### src/rtl/lst_pkg.sv
// Shared types and constants for the lazy segment tree range add / range sum block.
package lst_pkg;

    localparam int FIELD_IDX_W = 11;
    localparam int VAL_W       = 32;
    localparam int SUM_W       = 64;
    localparam int CNT_W       = 11;
    localparam int APB_ADDR_W  = 3;
    localparam int APB_DATA_W  = 32;

    localparam logic [CNT_W-1:0] CNT_RESET = 11'd1024;
    localparam logic             CMD_ADD   = 1'b0;
    localparam logic             CMD_QUERY = 1'b1;

    // register index lives in paddr[2]
    localparam logic REG_ELEMENT_COUNT = 1'b0;

    typedef enum logic [1:0] {
        UPD_COVER,
        UPD_LEFT,
        UPD_RIGHT
    } upd_sel_t;

    typedef struct packed {
        logic     clear_step;
        logic     start;
        logic     rd_node;
        logic     rd_tgt;
        logic     rd_left;
        logic     rd_right;
        logic     mul_lo;
        logic     mul_hi;
        logic     mul_sum;
        logic     wr_upd;
        logic     wr_pend_zero;
        logic     wr_fix;
        logic     fix_latch;
        logic     take_pend;
        logic     take_val;
        logic     acc_add;
        logic     push_left;
        logic     push_right;
        logic     pop;
        logic     emit;
        upd_sel_t upd_sel;
    } dp_cmd_t;

    typedef struct packed {
        logic clear_done;
        logic is_add;
        logic add_bad;
        logic query_empty;
        logic covered;
        logic leaf;
        logic go_left;
        logic go_right;
        logic pend_zero;
        logic stack_empty;
        logic phase_right;
        logic out_busy;
    } dp_status_t;

endpackage

### src/rtl/lst_ctrl.sv
// Controller: sequences clearing, tree walk, lazy push-down and sum refresh.
module lst_ctrl (
    input  logic                aclk,
    input  logic                aresetn,
    input  logic                s_valid,
    output logic                s_ready,
    input  lst_pkg::dp_status_t st,
    output lst_pkg::dp_cmd_t    cmd
);

    typedef enum logic [4:0] {
        S_CLEAR, S_IDLE, S_CHECK, S_VISIT, S_EVAL,
        S_U_MLO, S_U_MHI, S_U_SUM, S_U_WR, S_PD_CLR,
        S_DESCEND, S_RET, S_RESUME, S_FX_RL, S_FX_RR, S_FX_W, S_FINISH
    } state_t;

    state_t            state_reg, state_next;
    lst_pkg::upd_sel_t kind_reg, kind_next;

    assign s_ready = (state_reg == S_IDLE);

    always_comb begin
        state_next  = state_reg;
        kind_next   = kind_reg;
        cmd         = '0;
        cmd.upd_sel = kind_reg;
        case (state_reg)
            S_CLEAR: begin
                cmd.clear_step = 1'b1;
                if (st.clear_done) state_next = S_IDLE;
            end
            S_IDLE: begin
                if (s_valid) begin
                    cmd.start  = 1'b1;
                    state_next = S_CHECK;
                end
            end
            S_CHECK: begin
                if (st.is_add && st.add_bad) begin
                    state_next = S_IDLE;
                end else if (!st.is_add && st.query_empty) begin
                    state_next = S_FINISH;
                end else begin
                    state_next = S_VISIT;
                end
            end
            S_VISIT: begin
                cmd.rd_node = 1'b1;
                state_next  = S_EVAL;
            end
            S_EVAL: begin
                if (st.covered) begin
                    if (st.is_add) begin
                        cmd.take_val = 1'b1;
                        kind_next    = lst_pkg::UPD_COVER;
                        state_next   = S_U_MLO;
                    end else begin
                        cmd.acc_add = 1'b1;
                        state_next  = S_RET;
                    end
                end else if (st.leaf) begin
                    state_next = S_RET;
                end else if (st.pend_zero) begin
                    state_next = S_DESCEND;
                end else begin
                    cmd.take_pend = 1'b1;
                    kind_next     = lst_pkg::UPD_LEFT;
                    state_next    = S_U_MLO;
                end
            end
            S_U_MLO: begin
                cmd.mul_lo = 1'b1;
                state_next = S_U_MHI;
            end
            S_U_MHI: begin
                cmd.mul_hi = 1'b1;
                cmd.rd_tgt = 1'b1;
                state_next = S_U_SUM;
            end
            S_U_SUM: begin
                cmd.mul_sum = 1'b1;
                state_next  = S_U_WR;
            end
            S_U_WR: begin
                cmd.wr_upd = 1'b1;
                case (kind_reg)
                    lst_pkg::UPD_COVER: state_next = S_RET;
                    lst_pkg::UPD_LEFT: begin
                        kind_next  = lst_pkg::UPD_RIGHT;
                        state_next = S_U_MLO;
                    end
                    lst_pkg::UPD_RIGHT: state_next = S_PD_CLR;
                    default: state_next = S_RET;
                endcase
            end
            S_PD_CLR: begin
                cmd.wr_pend_zero = 1'b1;
                state_next       = S_DESCEND;
            end
            S_DESCEND: begin
                if (st.go_left) begin
                    cmd.push_left = 1'b1;
                    state_next    = S_VISIT;
                end else if (st.go_right) begin
                    cmd.push_right = 1'b1;
                    state_next     = S_VISIT;
                end else begin
                    state_next = S_RET;
                end
            end
            S_RET: begin
                if (st.stack_empty) begin
                    state_next = S_FINISH;
                end else begin
                    cmd.pop    = 1'b1;
                    state_next = S_RESUME;
                end
            end
            S_RESUME: begin
                if (!st.phase_right && st.go_right) begin
                    cmd.push_right = 1'b1;
                    state_next     = S_VISIT;
                end else if (st.is_add) begin
                    state_next = S_FX_RL;
                end else begin
                    state_next = S_RET;
                end
            end
            S_FX_RL: begin
                cmd.rd_left = 1'b1;
                state_next  = S_FX_RR;
            end
            S_FX_RR: begin
                cmd.rd_right  = 1'b1;
                cmd.fix_latch = 1'b1;
                state_next    = S_FX_W;
            end
            S_FX_W: begin
                cmd.wr_fix = 1'b1;
                state_next = S_RET;
            end
            S_FINISH: begin
                if (st.is_add) begin
                    state_next = S_IDLE;
                end else if (!st.out_busy) begin
                    cmd.emit   = 1'b1;
                    state_next = S_IDLE;
                end
            end
            default: state_next = S_IDLE;
        endcase
    end

    always_ff @(posedge aclk) begin
        if (!aresetn) begin
            state_reg <= S_CLEAR;
            kind_reg  <= lst_pkg::UPD_COVER;
        end else begin
            state_reg <= state_next;
            kind_reg  <= kind_next;
        end
    end

endmodule

### config.mk
export PLATFORM = sky130hd
export DESIGN_NAME = lst_ctrl
export DESIGN_NICKNAME = d
export VERILOG_FILES = /design/src/rtl/lst_pkg.sv /design/src/rtl/lst_ctrl.sv
export SDC_FILE = /design/constraint.sdc
export NUM_CORES = 1
export LEC_CHECK = 0
export BUFFER_PORTS_ARGS = -buffer_cell sky130_fd_sc_hd__buf_2
export CORE_ASPECT_RATIO = 1.75
export CORE_MARGIN = 2
export CORE_UTILIZATION = 28
export DETAILED_ROUTE_END_ITERATION = 16
export PLACE_DENSITY = 0.61
export SYNTH_ARGS = -nofsm -noshare
export SYNTH_HDL_FRONTEND = slang
export SYNTH_SLANG_ARGS = --single-unit
### constraint.sdc
create_clock -name aclk -period 1.9 [get_ports aclk]
set_input_delay 0.19 -clock aclk [delete_from_list [all_inputs] [get_ports aclk]]
set_output_delay 0.19 -clock aclk [all_outputs]
set_load 0.03 [all_outputs]
# After elaboration in Yosys (flattened, before gate mapping)
# Index checks and enable logic that the tools add are counted.
# classes
mux	53
reduce_logical	9
eq_ne	25
# op_table
operator	n
case mux 5 bit (17 select lines)	1
two-way mux 5 bit	11
equality test 5 x 4 -> 1 bit, second input constant	8
two-way mux 1 bit	27
equality test 5 x 3 -> 1 bit, second input constant	4
two-way mux 2 bit	6
two-way mux 4 bit	3
!= test 3 bit, second input constant	4
equality test 5 x 2 -> 1 bit, second input constant	2
case mux 4 bit (2 select lines)	1
two-way mux 3 bit	2
equality test 5 x 1 -> 1 bit, second input constant	1
equality test 5 bit, second input constant	1
logical NOT 5 bit	1
AND reduction 5 bit	1
!= test 2 bit, second input constant	2
case mux 2 bit (2 select lines)	1
logical AND 1 bit	3
AND reduction 3 bit	1
equality test 2 x 1 -> 1 bit, second input constant	1
equality test 2 bit, second input constant	1
logical NOT 1 bit	2
!= test 2 x 1 -> 1 bit, second input constant	1
case mux 1 bit (2 select lines)	1
nonzero test 2 bit	1
# word_totals
out_inout_bits	23
regBits	7

# Depth between registers and ports, before layout
# depth
depth_word	5
mapped_depth	6
ltp_nobuf	6

# Worst setup path before layout
# OpenSTA, ideal clock, no wires.
# synth_timing
path_type	reg-to-output
start	register state_reg[4]
end	output port cmd[20] (netlist bit)
slack_ns	0.015
arrival_ns	1.695
stages_incl_launch_ff	5
required_time_ns	1.710
n_path_buf	1
cell_sequence	dfxtp_1 > buf_2 > or3_4 > nor2_1 > and2_1
# synth_rtl
element	line_no	source
from (decl)	lst_ctrl.sv:17	state_t state_reg, state_next;
from (signal assigned)	lst_ctrl.sv:159	state_reg <= state_next;
to (decl)	lst_ctrl.sv:8	output lst_pkg::dp_cmd_t cmd

==> summary.md <==
| Metric | Value |
|---|---|
| Outcome | `finished clean` |
| Final global-route overflow total | `0` |
| Final Skew | `2.95 ps` |
| Grt met1 use | `0.166` |
| Fill cells | `300` |
| Final WL | `2.81 mm` |
| Total nets after synthesis | `137` |
| Chip Width | `45.5 µm` |
| Max_cap viols | `0` |
| Ys async rst share | `0` |
| Setup TNS Final | `0 ps` |
| Initial DRC count | `46` |
| Final hold violation count | `0` |
| Cell count after synthesis | `120` |
| Gr busiest metal | `met2` |
| Max Buffers Root-to-Sink | `2` |
| Core area | `2900 µm²` |
| Post-Syn Area | `845 µm²` |
| First-pass DRT Iterations | `4` |
| Initial antenna violation count | `0` |
| Fin crit share | `0.964` |
| Gpl congestion | `0.904` |
| Post_cts resized | `0` |
| Root buf cell | `clkbuf_8` |
| Die area | `3490 µm²` |
| Register area share after synthesis | `0.166` |
| Vias per std cell | `5.62` |
| Crit path max fanout | `9` |
| YS warnings | `0` |
| WHS | `218 ps` |
| Worst slew margin | `0.647` |
| Initial core utilization | `0.292` |
| Total track usage | `0.168` |
| Leakage | `0.000495 µW` |
| Critical Path Start Type | `flop` |
| Clock input transition at the sequential cells of the worst setup and hold paths | `40 ps` |
| First-pass GRT wire length | `4.38 mm` |
| Worst hold path type | `in2reg` |
| Number of global-route vias before repair | `976` |
| RSZ-0062 raised after global routing | `no` |
| Top-count cell post-synth | `nor2_1` |
| FF+latch area | `141 µm²` |
| Diode count | `0` |
| Pin count of the biggest net entering global routing | `14` |
| I/O Buffers | `37` |
| CTS tree | `built` |
| Synth area leader | `dfxtp_1` |
| Routed WL per cell | `15.5 µm` |
| Max IR drop VDD | `0.537 mV` |
| GR Util met2 | `0.324` |
| CTS sink count | `7` |
| Worst EP arrival | `1640 ps` |
| CP Class | `reg2out` |
| Die height | `76.7 µm` |
| DR DRC count | `0` |
| Worst Tran Pin Value | `527 ps` |
| Floorplan row count | `26` |
| Antenna Nets Post-Route | `0` |
| Synth-to-Final Area Change | `29.2%` |
| Hpwl dp | `2.30 mm` |
| Layout cells sized above 1 | `0.364` |
| Synth cell count leaders | `17 x nor2_1, 7 x dfxtp_1, 7 x nand2_1` |
| Setup Buffers After CTS | `0` |
| Most common flop cell mapped by yosys | `dfxtp_1` |
| Post-synth EDFFs | `0` |
| Cts bufs inserted | `3` |
| Max Fclk | `546 MHz` |
| Multi-input gate area | `624 µm²` |
| CP Capture Type | `output port` |
| Clock latency on the worst-skew pair | `230 ps` |
| Max Transition Viols Final | `0` |
| Syn avg cell area | `7.04 µm²` |
| CTS Hold Bufs | `0` |
| Register bit total from synthesis | `7` |
| CP required | `1710 ps` |
| Max FFs per register | `5` |
| Synth cell types | `48` |
| H-tree levels | `1` |
| Finish-stage setup viols | `0` |
| # IOs | `38` |
| Top-area cell type share of the netlist area | `0.166` |
| PnR worst setup slack | `68.1 ps` |
| Pwr Density | `460 nW/µm²` |
| Nets | `172` |
| Via count | `1022` |
| Met3 Usage GRT | `0.0235` |
| Post-Place Worst Slack | `290 ps` |
| Tmin final | `1830 ps` |
| Synth top area cells | `dfxtp_1 17%, nor2_1 7.6%, buf_4 4.4%, a21oi_1 3.6%, buf_2 3.6%` |
[cells in the final DEF, fill, tap and decap left out, types with 3 or more instances in the layout]
master,instances
buf_4,6
dfxtp_1,6
and3_1,4
nor3b_2,3
o21ai_1,3
inv_1,4
clkbuf_8,3
nor2_1,17
buf_2,37
a21oi_1,6
nor3_1,4
nor2b_1,3
nand2_1,7
nand3_1,5
o211ai_1,3
[final cells by class]
cell class / count / area share
well taps: 28 / 0.0321
clock buffers: 4 / 0.0413
multi-input cells: 96 / 0.572
flip-flops and latches: 7 / 0.130
repair buffers: 43 / 0.211
inverters: 4 / 0.0138
[final timing paths]
| kind | startpoint | endpoint | slack [ps] | cells past startpoint |
|---|---|---|---|---|
| worst max-delay path | state_reg[3]$_SDFFE_PN0P_ | cmd[3] | 70 | 3 |
| worst min-delay path | aresetn | state_reg[2]$_SDFFE_PN0P_ | 220 | 2 |
| worst max register to register | state_reg[0]$_SDFFE_PN0P_ | state_reg[2]$_SDFFE_PN0P_ | 320 | 4 |
| worst min register to register | kind_reg[1]$_SDFFE_PN0P_ | kind_reg[1]$_SDFFE_PN0P_ | 480 | 2 |
[worst max-delay path, stage by stage, from the launching register on]
cell and delay, ps:
dfxtp_1 470, or3b_1 510, nor3_1 200, buf_2 220
[layer usage]
metal,up-vias,share of wire
met4,0,0.014
li1,499,-
met3,4,0.040
met1,494,0.37
met2,25,0.58
met5,-,0
[logic make-up after synthesis]
group | Yosys count | share of synthesized area
AND/OR/NAND/NOR | 63 | 0.437
XOR/XNOR | 1 | 0.0104
AO/OA/AOI/OAI | 29 | 0.239
flip-flops | 7 | 0.166
adder cells (fa/ha/maj) | 3 | 0.0415
buffers and inverters | 17 | 0.107
[through the flow]
stage	utilization	cell area, µm²	std cells	power, µW
6_report	0.377	1090	182	502
5_1_grt	0.377	1090	182	523
4_1_cts	0.373	1080	182	501
3_5_place_dp	0.357	1030	178	283
3_3_place_gp	0.357	1030	178	282
2_1_floorplan	-	845	120	239
[power by group]
group | total [µW] | switching, µW | internal (µW)
Sequential | 162 | 11.1 | 151
Combinational | 120 | 74.5 | 45.8
Clock | 220 | 73.8 | 146
Note: power is estimated with default switching activity, not from simulation.
